**src/design/swpd_pkg.sv**
```systemverilog
// Shared types and constants for the side-wall mode and PD steering block.
`timescale 1ns / 1ps
package swpd_pkg;

	localparam int DIST_W     = 18;
	localparam int GAIN_W     = 32;
	localparam int SPEED_W    = 14;
	localparam int HEAD_W     = 32;
	localparam int CFG_IDX_W  = 3;
	localparam int CFG_DATA_W = 32;
	localparam int THR_W      = DIST_W + 1;
	localparam int ERR_W      = DIST_W + 2;
	localparam int DRIVE_W    = 16;
	localparam int MUL_A_W    = HEAD_W + 1;
	localparam int MUL_B_W    = 25;
	localparam int PROD_W     = MUL_A_W + MUL_B_W;
	localparam int SD_W       = SPEED_W + HEAD_W + 1;
	localparam int SD_LO_W    = 24;
	localparam int SD_HI_W    = SD_W - SD_LO_W;
	localparam int FRAC_W     = 24;
	localparam int ACC_W      = 80;

	localparam logic [DIST_W-1:0]  TARGET_LEFT_RST  = 18'd20313;
	localparam logic [DIST_W-1:0]  TARGET_RIGHT_RST = 18'd20820;
	localparam logic [DRIVE_W-1:0] DRIVE_MAX        = 16'h7FFF;
	localparam logic [DRIVE_W-1:0] DRIVE_MIN        = 16'h8000;

	typedef enum logic [CFG_IDX_W-1:0] {
		CFG_WALL_THRESHOLD      = 3'd0,
		CFG_THRESHOLD_REDUCTION = 3'd1,
		CFG_CHANGE_THRESHOLD    = 3'd2,
		CFG_TARGET_LEFT         = 3'd3,
		CFG_TARGET_RIGHT        = 3'd4,
		CFG_P_GAIN              = 3'd5,
		CFG_D_GAIN              = 3'd6
	} cfg_index_t;

	typedef enum logic [1:0] {
		MODE_NONE  = 2'd0,
		MODE_LEFT  = 2'd1,
		MODE_RIGHT = 2'd2,
		MODE_BOTH  = 2'd3
	} wall_mode_t;

	typedef enum logic [2:0] {
		ST_IDLE,
		ST_READ,
		ST_ERR,
		ST_DHI,
		ST_PERR,
		ST_ACC,
		ST_OUT
	} state_t;

	typedef struct packed {
		logic                      en;
		logic signed [MUL_A_W-1:0] a;
		logic signed [MUL_B_W-1:0] b;
	} mul_req_t;

endpackage

```
**src/design/swpd_ram.sv**
```systemverilog
// Generic single-port-write, registered-read RAM.
`timescale 1ns / 1ps
module swpd_ram #(
	parameter int WIDTH = 36,
	parameter int DEPTH = 8,
	localparam int ADDR_W = (DEPTH > 1) ? $clog2(DEPTH) : 1
) (
	input  logic              clk,
	input  logic              we,
	input  logic [ADDR_W-1:0] waddr,
	input  logic [WIDTH-1:0]  wdata,
	input  logic              re,
	input  logic [ADDR_W-1:0] raddr,
	output logic [WIDTH-1:0]  rdata
);

	logic [WIDTH-1:0] mem_q [DEPTH];
	logic [WIDTH-1:0] rdata_q;

	always_ff @(posedge clk) begin
		if (we) begin
			mem_q[waddr] <= wdata;
		end
		if (re) begin
			rdata_q <= mem_q[raddr];
		end
	end

	assign rdata = rdata_q;

endmodule

```
**src/design/swpd_mul.sv**
```systemverilog
// Shared signed multiplier with a registered product.
`timescale 1ns / 1ps
module swpd_mul
	import swpd_pkg::*;
(
	input  logic                     clk,
	input  mul_req_t                 req,
	output logic signed [PROD_W-1:0] prod
);

	logic signed [PROD_W-1:0] prod_q;

	always_ff @(posedge clk) begin
		if (req.en) begin
			prod_q <= req.a * req.b;
		end
	end

	assign prod = prod_q;

endmodule

```
**src/design/side_wall_mode_and_pd_steer.sv**
```systemverilog
// Top level: side-wall mode selection and PD steering with ring-averaged change.
// A word accepted in ST_IDLE passes through ST_READ, ST_ERR, ST_DHI, ST_PERR and ST_ACC
// to ST_OUT, which loads the output register once it is free; the next word is taken back in ST_IDLE.
// The shared multiplier sets the pace: four products, each registered before use.
// Reset clears control state, the registers to their defaults and the ring valid
// bits at once; ring entries not yet written read as zero, so no clearing pass runs.
`timescale 1ns / 1ps
module side_wall_mode_and_pd_steer
	import swpd_pkg::*;
#(
	parameter int AVG_DEPTH = 8
) (
	input  logic                      clk,
	input  logic                      arst_n,
	input  logic                      cfg_valid,
	output logic                      cfg_ready,
	input  logic [CFG_IDX_W-1:0]      cfg_index,
	input  logic [CFG_DATA_W-1:0]     cfg_data,
	input  logic                      in_valid,
	output logic                      in_stall,
	input  logic [DIST_W-1:0]         left_distance,
	input  logic [DIST_W-1:0]         right_distance,
	input  logic signed [SPEED_W-1:0] move_speed,
	input  logic signed [HEAD_W-1:0]  heading_actual,
	input  logic signed [HEAD_W-1:0]  heading_ideal,
	output logic                      out_valid,
	input  logic                      out_stall,
	output logic [1:0]                wall_mode,
	output logic signed [DRIVE_W-1:0] drive_difference,
	output logic signed [THR_W-1:0]   left_threshold_used,
	output logic signed [THR_W-1:0]   right_threshold_used
);

	localparam int POS_W = (AVG_DEPTH > 1) ? $clog2(AVG_DEPTH) : 1;
	localparam int SUM_W = DIST_W + ((AVG_DEPTH > 1) ? $clog2(AVG_DEPTH) : 0);
	localparam int RAM_W = 2 * DIST_W;
	localparam logic [POS_W-1:0] POS_LAST = POS_W'(AVG_DEPTH - 1);

	// configuration registers
	logic [DIST_W-1:0] wall_thr_q, thr_red_q, change_thr_q, target_l_q, target_r_q;
	logic [GAIN_W-1:0] p_gain_q, d_gain_q;

	// control state
	state_t            state_q, state_d;
	logic [POS_W-1:0]  pos_q;
	logic [AVG_DEPTH-1:0] ring_valid_q;
	logic              rd_valid_s1;
	logic [DIST_W-1:0] prev_l_q, prev_r_q;
	logic [SUM_W-1:0]  sum_l_q, sum_r_q;

	// item registers
	logic [DIST_W-1:0]         l_q, r_q, dl_q, dr_q;
	logic signed [SPEED_W-1:0] speed_q;
	logic signed [HEAD_W-1:0]  actual_q, ideal_q;
	logic signed [SD_HI_W-1:0] sd_hi_q;
	logic signed [ERR_W-1:0]   err_q;
	logic signed [THR_W-1:0]   lth_q, rth_q;
	wall_mode_t                mode_q;
	logic signed [ACC_W-1:0]   acc_q;

	// output register
	logic                      out_valid_q;
	logic [1:0]                out_mode_q;
	logic signed [DRIVE_W-1:0] out_drive_q;
	logic signed [THR_W-1:0]   out_lth_q, out_rth_q;

	// datapath nets
	logic                      in_accept, out_free;
	logic [DIST_W-1:0]         dl, dr, old_l, old_r;
	logic [RAM_W-1:0]          ram_rdata;
	logic                      ram_re, ram_we;
	logic [SUM_W-1:0]          limit, sum_l_new, sum_r_new;
	logic                      over_l, over_r, lwall, rwall;
	logic signed [THR_W-1:0]   lth, rth;
	logic signed [THR_W:0]     l_cmp, r_cmp;
	logic signed [THR_W-1:0]   e_l, e_r;
	logic signed [ERR_W-1:0]   err;
	wall_mode_t                mode;
	logic signed [HEAD_W:0]    head_diff;
	mul_req_t                  mul_req;
	logic signed [PROD_W-1:0]  prod;
	logic signed [ACC_W-1:0]   prod_ext;
	logic [ACC_W-FRAC_W-1:0]   shifted;
	logic                      in_range;
	logic [DRIVE_W-1:0]        drive_sat;

	assign cfg_ready = 1'b1;
	assign in_accept = in_valid && !in_stall;
	assign out_free  = !out_valid_q || !out_stall;

	always_ff @(posedge clk or negedge arst_n) begin
		if (!arst_n) begin
			wall_thr_q   <= '0;
			thr_red_q    <= '0;
			change_thr_q <= '0;
			target_l_q   <= TARGET_LEFT_RST;
			target_r_q   <= TARGET_RIGHT_RST;
			p_gain_q     <= '0;
			d_gain_q     <= '0;
		end else if (cfg_valid && cfg_ready) begin
			case (cfg_index)
				CFG_WALL_THRESHOLD:      wall_thr_q   <= cfg_data[DIST_W-1:0];
				CFG_THRESHOLD_REDUCTION: thr_red_q    <= cfg_data[DIST_W-1:0];
				CFG_CHANGE_THRESHOLD:    change_thr_q <= cfg_data[DIST_W-1:0];
				CFG_TARGET_LEFT:         target_l_q   <= cfg_data[DIST_W-1:0];
				CFG_TARGET_RIGHT:        target_r_q   <= cfg_data[DIST_W-1:0];
				CFG_P_GAIN:              p_gain_q     <= cfg_data[GAIN_W-1:0];
				CFG_D_GAIN:              d_gain_q     <= cfg_data[GAIN_W-1:0];
				default: ;
			endcase
		end
	end

	// absolute change against the previous tick
	assign dl = (left_distance > prev_l_q) ? left_distance - prev_l_q
		: prev_l_q - left_distance;
	assign dr = (right_distance > prev_r_q) ? right_distance - prev_r_q
		: prev_r_q - right_distance;

	swpd_ram #(
		.WIDTH(RAM_W),
		.DEPTH(AVG_DEPTH)
	) u_ring (
		.clk  (clk),
		.we   (ram_we),
		.waddr(pos_q),
		.wdata({dl_q, dr_q}),
		.re   (ram_re),
		.raddr(pos_q),
		.rdata(ram_rdata)
	);

	// an entry never written reads as zero
	assign old_l = rd_valid_s1 ? ram_rdata[RAM_W-1:DIST_W] : '0;
	assign old_r = rd_valid_s1 ? ram_rdata[DIST_W-1:0] : '0;

	assign sum_l_new = sum_l_q - SUM_W'(old_l) + SUM_W'(dl_q);
	assign sum_r_new = sum_r_q - SUM_W'(old_r) + SUM_W'(dr_q);

	// threshold, mode and centring error
	assign limit  = SUM_W'(change_thr_q) * SUM_W'(AVG_DEPTH);
	assign over_l = sum_l_q > limit;
	assign over_r = sum_r_q > limit;
	assign lth    = $signed({1'b0, wall_thr_q}) - (over_l ? $signed({1'b0, thr_red_q})
		: THR_W'(0));
	assign rth    = $signed({1'b0, wall_thr_q}) - (over_r ? $signed({1'b0, thr_red_q})
		: THR_W'(0));
	assign l_cmp  = {lth[THR_W-1], lth} - $signed({2'b00, l_q});
	assign r_cmp  = {rth[THR_W-1], rth} - $signed({2'b00, r_q});
	assign lwall  = !l_cmp[THR_W] && (l_cmp != '0);
	assign rwall  = !r_cmp[THR_W] && (r_cmp != '0);
	assign e_l    = $signed({1'b0, target_l_q}) - $signed({1'b0, l_q});
	assign e_r    = $signed({1'b0, target_r_q}) - $signed({1'b0, r_q});

	always_comb begin
		mode = MODE_NONE;
		err  = '0;
		if (lwall && rwall) begin
			mode = MODE_BOTH;
			err  = ERR_W'(e_r) - ERR_W'(e_l);
		end else if (lwall) begin
			mode = MODE_LEFT;
			err  = -(ERR_W'(e_l) <<< 1);
		end else if (rwall) begin
			mode = MODE_RIGHT;
			err  = ERR_W'(e_r) <<< 1;
		end
	end

	assign head_diff = {actual_q[HEAD_W-1], actual_q} - {ideal_q[HEAD_W-1], ideal_q};

	swpd_mul u_mul (
		.clk (clk),
		.req (mul_req),
		.prod(prod)
	);

	assign prod_ext = ACC_W'(prod);

	// shift by the fraction, then saturate
	assign shifted   = acc_q[ACC_W-1:FRAC_W];
	assign in_range  = (shifted[ACC_W-FRAC_W-1:DRIVE_W-1] == '0)
		|| (shifted[ACC_W-FRAC_W-1:DRIVE_W-1] == '1);
	assign drive_sat = in_range ? shifted[DRIVE_W-1:0]
		: (acc_q[ACC_W-1] ? DRIVE_MIN : DRIVE_MAX);

	always_comb begin
		state_d   = state_q;
		in_stall  = 1'b1;
		ram_re    = 1'b0;
		ram_we    = 1'b0;
		mul_req   = '0;
		case (state_q)
			ST_IDLE: begin
				in_stall = 1'b0;
				if (in_valid) begin
					ram_re  = 1'b1;
					state_d = ST_READ;
				end
			end
			ST_READ: begin
				ram_we    = 1'b1;
				mul_req.en = 1'b1;
				mul_req.a  = head_diff;
				mul_req.b  = MUL_B_W'(speed_q);
				state_d    = ST_ERR;
			end
			ST_ERR: begin
				// low part of speed * heading error, taken as unsigned
				mul_req.en = 1'b1;
				mul_req.a  = $signed({1'b0, d_gain_q});
				mul_req.b  = $signed(MUL_B_W'(prod[SD_LO_W-1:0]));
				state_d    = ST_DHI;
			end
			ST_DHI: begin
				mul_req.en = 1'b1;
				mul_req.a  = $signed({1'b0, d_gain_q});
				mul_req.b  = MUL_B_W'(sd_hi_q);
				state_d    = ST_PERR;
			end
			ST_PERR: begin
				mul_req.en = 1'b1;
				mul_req.a  = $signed({1'b0, p_gain_q});
				mul_req.b  = MUL_B_W'(err_q);
				state_d    = ST_ACC;
			end
			ST_ACC: begin
				state_d = ST_OUT;
			end
			ST_OUT: begin
				if (out_free) begin
					state_d = ST_IDLE;
				end
			end
			default: begin
				state_d = ST_IDLE;
			end
		endcase
	end

	always_ff @(posedge clk or negedge arst_n) begin
		if (!arst_n) begin
			state_q      <= ST_IDLE;
			pos_q        <= '0;
			ring_valid_q <= '0;
			rd_valid_s1  <= 1'b0;
			prev_l_q     <= '0;
			prev_r_q     <= '0;
			sum_l_q      <= '0;
			sum_r_q      <= '0;
			out_valid_q  <= 1'b0;
		end else begin
			state_q <= state_d;
			if (in_accept) begin
				rd_valid_s1 <= ring_valid_q[pos_q];
				prev_l_q    <= left_distance;
				prev_r_q    <= right_distance;
			end
			if (state_q == ST_READ) begin
				sum_l_q             <= sum_l_new;
				sum_r_q             <= sum_r_new;
				ring_valid_q[pos_q] <= 1'b1;
				pos_q               <= (pos_q == POS_LAST) ? '0 : pos_q + 1'b1;
			end
			if (state_q == ST_OUT && out_free) begin
				out_valid_q <= 1'b1;
			end else if (!out_stall) begin
				out_valid_q <= 1'b0;
			end
		end
	end

	// payload registers
	always_ff @(posedge clk) begin
		if (in_accept) begin
			l_q      <= left_distance;
			r_q      <= right_distance;
			dl_q     <= dl;
			dr_q     <= dr;
			speed_q  <= move_speed;
			actual_q <= heading_actual;
			ideal_q  <= heading_ideal;
		end
		case (state_q)
			ST_ERR: begin
				sd_hi_q <= prod[SD_W-1:SD_LO_W];
				lth_q   <= lth;
				rth_q   <= rth;
				mode_q  <= mode;
				err_q   <= err;
			end
			ST_DHI: begin
				acc_q <= -prod_ext;
			end
			ST_PERR: begin
				acc_q <= acc_q - (prod_ext <<< SD_LO_W);
			end
			ST_ACC: begin
				acc_q <= acc_q + prod_ext;
			end
			ST_OUT: begin
				if (out_free) begin
					out_mode_q  <= mode_q;
					out_drive_q <= drive_sat;
					out_lth_q   <= lth_q;
					out_rth_q   <= rth_q;
				end
			end
			default: ;
		endcase
	end

	assign out_valid            = out_valid_q;
	assign wall_mode            = out_mode_q;
	assign drive_difference     = out_drive_q;
	assign left_threshold_used  = out_lth_q;
	assign right_threshold_used = out_rth_q;

	// running sums never pass the ring's full-scale total
	a_sum_l_bound: assert property (@(posedge clk) disable iff (!arst_n)
		sum_l_q <= SUM_W'(AVG_DEPTH) * SUM_W'({DIST_W{1'b1}}))
		else $error("left change sum out of range");

	a_sum_r_bound: assert property (@(posedge clk) disable iff (!arst_n)
		sum_r_q <= SUM_W'(AVG_DEPTH) * SUM_W'({DIST_W{1'b1}}))
		else $error("right change sum out of range");

	a_accept_starts: assert property (@(posedge clk) disable iff (!arst_n)
		in_accept |=> state_q == ST_READ && in_stall)
		else $error("accepted word did not start the read");

	a_result_loaded: assert property (@(posedge clk) disable iff (!arst_n)
		(state_q == ST_OUT && out_free) |=> out_valid_q && state_q == ST_IDLE)
		else $error("result not loaded into the output register");

endmodule

```
**config.mk**
```make
export PLATFORM = sky130hd
export DESIGN_NAME = side_wall_mode_and_pd_steer
export DESIGN_NICKNAME = d
export VERILOG_FILES = /design/src/design/swpd_pkg.sv /design/src/design/swpd_ram.sv /design/src/design/swpd_mul.sv /design/src/design/side_wall_mode_and_pd_steer.sv
export SDC_FILE = /design/constraint.sdc
export NUM_CORES = 2
export LEC_CHECK = 0
export ABC_AREA = 1
export ABC_CLOCK_PERIOD_IN_PS = 29700
export BUFFER_PORTS_ARGS = -buffer_cell sky130_fd_sc_hd__buf_2
export CORE_MARGIN = 3
export CORE_UTILIZATION = 25
export CTS_CLUSTER_DIAMETER = 80
export CTS_CLUSTER_SIZE = 25
export DETAILED_ROUTE_END_ITERATION = 12
export SLEW_MARGIN = 0
export SYNTH_ARGS = -nofsm -noshare
export SYNTH_HDL_FRONTEND = slang
export SYNTH_SLANG_ARGS = --single-unit
```
**constraint.sdc**
```tcl
create_clock -name clk -period 29.7 [get_ports clk]
set_input_delay 4.455 -clock clk [delete_from_list [all_inputs] [get_ports clk]]
set_output_delay 4.455 -clock clk [all_outputs]
set_load 0.01 [all_outputs]
```
-- After elaboration in Yosys (flattened, before gate mapping)
Memory sizes are Yosys's and may differ from the RTL's. A register that Yosys moved wholly into a read port is not among the register bits.
Index checks and enable logic that the tools add are counted.
- reductions and logical operators: 28
- multipliers: 1
- equal/unequal tests: 17
- order comparisons: 6
- bitwise operators: 1
- add/subtract/negate cells: 21
- muxes and demuxes: 31
- operators by type and width (cell ; number):
    $pmux W80 S3 ; 1
    $pmux W59 S4 ; 1
    $mux W18 ; 6
    $add A80 B58 Y80 ; 1
    $neg A58 Y80 ; 1
    $sub A80 B80 Y80 ; 1
    $sub A18 B18 Y19 ; 4
    $sub A18 B18 Y18 ; 4
    $mux W20 ; 3
    $sub A19 B19 Y20 ; 3
    $mul A33 B25 Y58 ; 1
    $add A21 B18 Y21 ; 2
    $gt A21 B21 Y1 ; 2
    $sub A21 B18 Y21 ; 2
    $eq A41 B41 Y1 const B ; 1
    $logic_not A41 Y1 ; 1
    $reduce_bool A20 Y1 ; 2
    $gt A18 B18 Y1 ; 2
    $sub A32 B32 Y33 ; 1
    $mux W16 ; 2
    $eq A3 B3 Y1 const B ; 7
    $pmux W3 S7 ; 1
    $neg A20 Y20 ; 1
    $reduce_and A2 Y1 ; 9
    19 further kinds ; 46
- memories kept: 1
- memory bits (writable): 288
- output and inout bits: 59
- logic and storage cells: 141
- input port bits: 154
- flip-flop bits (word level): 675
- memory list (name ; words ; bits a word ; read ports ; clocked after Yosys merged registers in ; wr ports ; RTL line ; RTL):
    u_ring.mem_q ; 8 ; 36 ; 1 ; 1 ; 1 ; swpd_ram.sv:17 ; logic [WIDTH-1:0] mem_q [DEPTH];

-- Depth between registers and ports, before layout
- depth in word-level cells: 9
- gate-level depth with buffers: 47
- gate-level depth less buffers: 46

-- Hierarchy
Synthesis repeated with hierarchy kept, for this count alone.
- cell total of the unflattened synthesis: 12853
- area total of the unflattened synthesis: 99133.8 um^2
- by module, submodules not included (module ; cells an instance ; area each (um^2) ; times used):
    side_wall_mode_and_pd_steer ; 7313 ; 52326.4 ; 1
    swpd_mul ; 4243 ; 33165.6 ; 1
    swpd_ram ; 1297 ; 13641.8 ; 1

-- Least setup slack after synthesis
OpenSTA, ideal clock, no wires.
- path kind: input-to-reg
- start: in in_valid
- end: reg prev_l_q[10]
- buffers on the path: 2
- cell stages on the path: 5
- path slack: 18.971 ns
- arrival: 10.331 ns
- required time: 29.302 ns
- path through: inv_1 > nor2_1 > clkbuf_1 > clkbuf_1 > o21ai_0
- cells in the longest elaborated chain, start to end: 1
- RTL lines (element ; RTL line ; RTL):
    from (decl) ; side_wall_mode_and_pd_steer.sv:19 ; input logic in_valid,
    $logic_and A1 B1 Y1 ; side_wall_mode_and_pd_steer.sv:88 ; assign in_accept = in_valid && !in_stall;
    via in_accept ; side_wall_mode_and_pd_steer.sv:68 ; logic in_accept, out_free;
    to (signal assigned) ; side_wall_mode_and_pd_steer.sv:256 ; prev_l_q <= left_distance;
    to (decl) ; side_wall_mode_and_pd_steer.sv:48 ; logic [DIST_W-1:0] prev_l_q, prev_r_q;
The timed path passes the listed nets, and every way through them passes these cells.
A chain may end at the register's enable or synchronous reset.

-- Worst setup path in the final report
- start: reg actual_q[4]
- end: reg u_mul.prod_q[42] (netlist: u_mul.prod[42]) (data pin)
- cells in the longest elaborated chain, start to end: 3
- RTL lines (element ; RTL line ; RTL):
    from (decl) ; side_wall_mode_and_pd_steer.sv:54 ; logic signed [HEAD_W-1:0] actual_q, ideal_q;
    from (signal assigned) ; side_wall_mode_and_pd_steer.sv:281 ; actual_q <= heading_actual;
    $sub A32 B32 Y33 ; side_wall_mode_and_pd_steer.sv:170 ; assign head_diff = {actual_q[HEAD_W-1], actual_q} - {ideal_q[HEAD_W-1], ideal_q};
    $pmux W59 S4 ; side_wall_mode_and_pd_steer.sv:193 ; case (state_q)
    $mul A33 B25 Y58 ; swpd_mul.sv:15 ; prod_q <= req.a * req.b;
    to (signal assigned) ; swpd_mul.sv:15 ;
    to (decl) ; swpd_mul.sv:11 ; logic signed [PROD_W-1:0] prod_q;
Every way passes these cells.

==> out/qor.yml <==
sta:
  fin_tns_setup_ns: 0
  rsz0062_at_grt: "no"
  fmax_ghz: 0.09379
  slew_viol_final: 0
  post-route-min-period_ns: 10.66
  setup_violations: 0
  max_slew_margin_pct: 13.78
  skew_ns: 0.1126
  worstMarginPinSlew_ns: 1.280
  period_share_pct: 35.90
  finalHoldViolations: 0
detailed_routing:
  viasPerCell: 4.823
  routedWlPerCell_um: 21.57
  drc: 0
  ant_nets: 0
  first_pass_iters: 6
  drt_iter0_markers: 8295
  route.vias.total: 78370
  routed_wl_um: 350500
global_routing:
  grt_pass1_vias: 77060
  grt_max_degree: 92
  track_usage_pct: 17.93
  grt_antenna_before_repair: 22
  grt_pass1_wl_um: 513800
  overflow: 0
setup_path:
  cpMaxStageDelayCell: "nand2_1"
  crit_required_ns: 30.26
  rr_worst_depth: 33
  r2r-end: "u_mul.prod[42]"
  end_kind: "flip-flop"
  arrival_ns: 11.22
  crit_type: "flip-flop to flip-flop"
  critPathLaunchType: "flip-flop"
  cp_common_cell: "nand2_1"
  rrSetupSlack_ns: 19.04
  timing.rr.start: "actual_q[4]"
  cp_max_fo: 16
  slowest_delay_ns: 0.77
synthesis:
  syn-num-nets: 12750
  synth.avg_cell_area_um2: 8.409
  synth_warnings: 0
  synth_largest_area_cell: "edfxtp_1"
  synth-edff-count: 751
  synth_seq_area_share_pct: 30.82
  async_reset_ff_share_pct: 24.82
  synthFlopType: "edfxtp_1"
  ys_ff_latch: 999
  netlist_instances: 11100
  synth_top_area_share_pct: 24.15
  synth_area_um2: 93370
  yosysUniqueCellTypes: 73
  netlist_top_cells_area: "edfxtp_1, fa_1, nand2_1"
clock_tree:
  cts_tree: "built"
  cts_max_level: 3
  cts_buffers: 84
  cts.sinks: 999
  root_buffer: "clkbuf_16"
  cts_setup_buffers: 0
  cts_hold_buf: 0
  clockBufferDepth: 4
  clk_latency_ns: 0.89
  ctsResizeCount: 0
  clk_pin_slew_ns: 0.09
layout:
  syn2layout_area_growth_pct: 10.79
  nNetsFinal: 12870
  drive_above_1_share_pct: 5.662
  layoutNonFillerInstCount: 16250
die:
  die_area_um2: 380900
  fp.dieH_um: 617.1
  dieWidth_um: 617.1
  core_um2: 370500
  rows: 223
  pin_count: 213
  start_util_pct: 25.20
hold_path:
  worst_hold_path_type: "flip-flop to flip-flop"
  holdPathStages: 0
  holdPathEnd: "left_threshold_used[1]"
  hp-start: "lth_q[1]"
placement:
  placed_cells: 16090
  dp.final_hpwl_um: 277200
  portBuffers: 211
  gp_congestion: 0.9785
run_status:
  status: "finished clean"
run:
  drv_cap: 0
==> cells in the final DEF (no fill, tap or decap), types with 20 or more instances in the layout <==
cell | netlist | final
a21boi_0 | 35 | 35
a21o_1 | 52 | 52
a21oi_1 | 660 | 656
a221oi_1 | 53 | 47
a22o_1 | 66 | 66
a22oi_1 | 45 | 45
a31oi_1 | 84 | 84
buf_2 | 54 | 210
buf_4 | 6 | 106
clkbuf_16 | 0 | 85
clkinv_1 | 16 | 20
dfrtp_1 | 233 | 233
edfxtp_1 | 751 | 751
fa_1 | 892 | 892
ha_1 | 602 | 602
inv_1 | 2085 | 2081
nand2_1 | 2262 | 2260
nand3_1 | 324 | 323
nand3b_1 | 23 | 23
nand4_1 | 152 | 152
nor2_1 | 1050 | 1029
nor2_4 | 4 | 23
nor3_1 | 70 | 67
nor4_1 | 56 | 56
o211ai_1 | 30 | 30
o21a_1 | 30 | 30
o21ai_0 | 678 | 676
o21bai_1 | 43 | 43
or2_2 | 55 | 55
xnor2_1 | 87 | 87
xor2_1 | 199 | 199
==> layer usage <==
layer	track usage (%)	share of wire [%]
met3	3.359	8.6
met2	27.35	43
met1	24.56	43
met4	8.088	5.2
met5	0	0.022
==> through the flow <==
step                      instance area (µm²)  setup WS [ns]  hold slack, ns  utilization (%)
final                                  103400          19.04          0.4242            27.92
after global placement                 100500          19.22          0.4036            27.12
after CTS                              103400          19.18          0.4238            27.91
after detailed placement               100500          19.20          0.4045            27.12
after global routing                   103400          18.73          0.4255            27.91
after floorplan                         93370          18.97          0.4003                -
==> worst max-delay path: cells and delay by family, from the launching register on <==
kind / cells / cell delay [ns]
fa+ha+maj: 9 / 4.39
compound gates: 10 / 2.82
simple gates: 9 / 1.72
buf+inv: 4 / 0.94
flops: 1 / 0.38
xor+xnor: 1 / 0.14
==> cell usage after synthesis, drive strengths merged (53+ instances only) <==
master and number:
ha 602, or2 56, nor4 56, a221oi 53, inv 2099, edfxtp 751, nand3 329, fa 892
a21oi 663, o21ai 690, xor2 201, dfrtp 233, a31oi 85, nand2 2277, nor3 77, buf 80
xnor2 89, clkbuf 206, nand4 154, a22o 66, nor2 1066
==> cells by family (layout without fill, tap and decap cells) <==
kind of cell	Yosys count	count (layout)	synth area share, %
xor+xnor	290	290	2.752
buf+inv	2401	2582	9.838
compound gates	1860	1860	11.48
simple gates	4059	4059	17.92
fa+ha+maj	1494	1494	27.19
other cells	1	14	0.004016
flops	999	999	30.82
==> flip-flops by register name (all words and copies together) (netlist names), 32 cells and up <==
name          count
actual_q         32
u_ring.rdata     36
p_gain_q         32
u_ring.mem_q    288
acc_q            80
u_mul.prod       58
d_gain_q         32
ideal_q          32
==> worst max path at each step <==
stage	from	end	slack (ns)	cells past startpoint
CTS	actual_q[4]	u_mul.prod[42]	19.18	33
detailed placement	actual_q[4]	u_mul.prod[42]	19.20	33
floorplan	in_valid	prev_l_q[10]	18.97	5
global route	state_q[2]	u_mul.prod[54]	18.73	30
global placement	actual_q[4]	u_mul.prod[42]	19.22	33
finish	actual_q[4]	u_mul.prod[42]	19.04	33
==> final cells by class <==
cell class	count	area [µm²]
Clock inverter	55	757.0
Clock buffer	95	2175
Fill cell	40060	267100
Tap cell	4950	6193
Multi-Input combinational cell	7704	55710
Antenna cell	13	32.53
Timing Repair Buffer	317	1862
Sequential cell	999	28780
Inverter	2115	7941
Power is not shown: default switching activity piles up to over one toggle a cycle in this logic, so the estimate is an artifact.
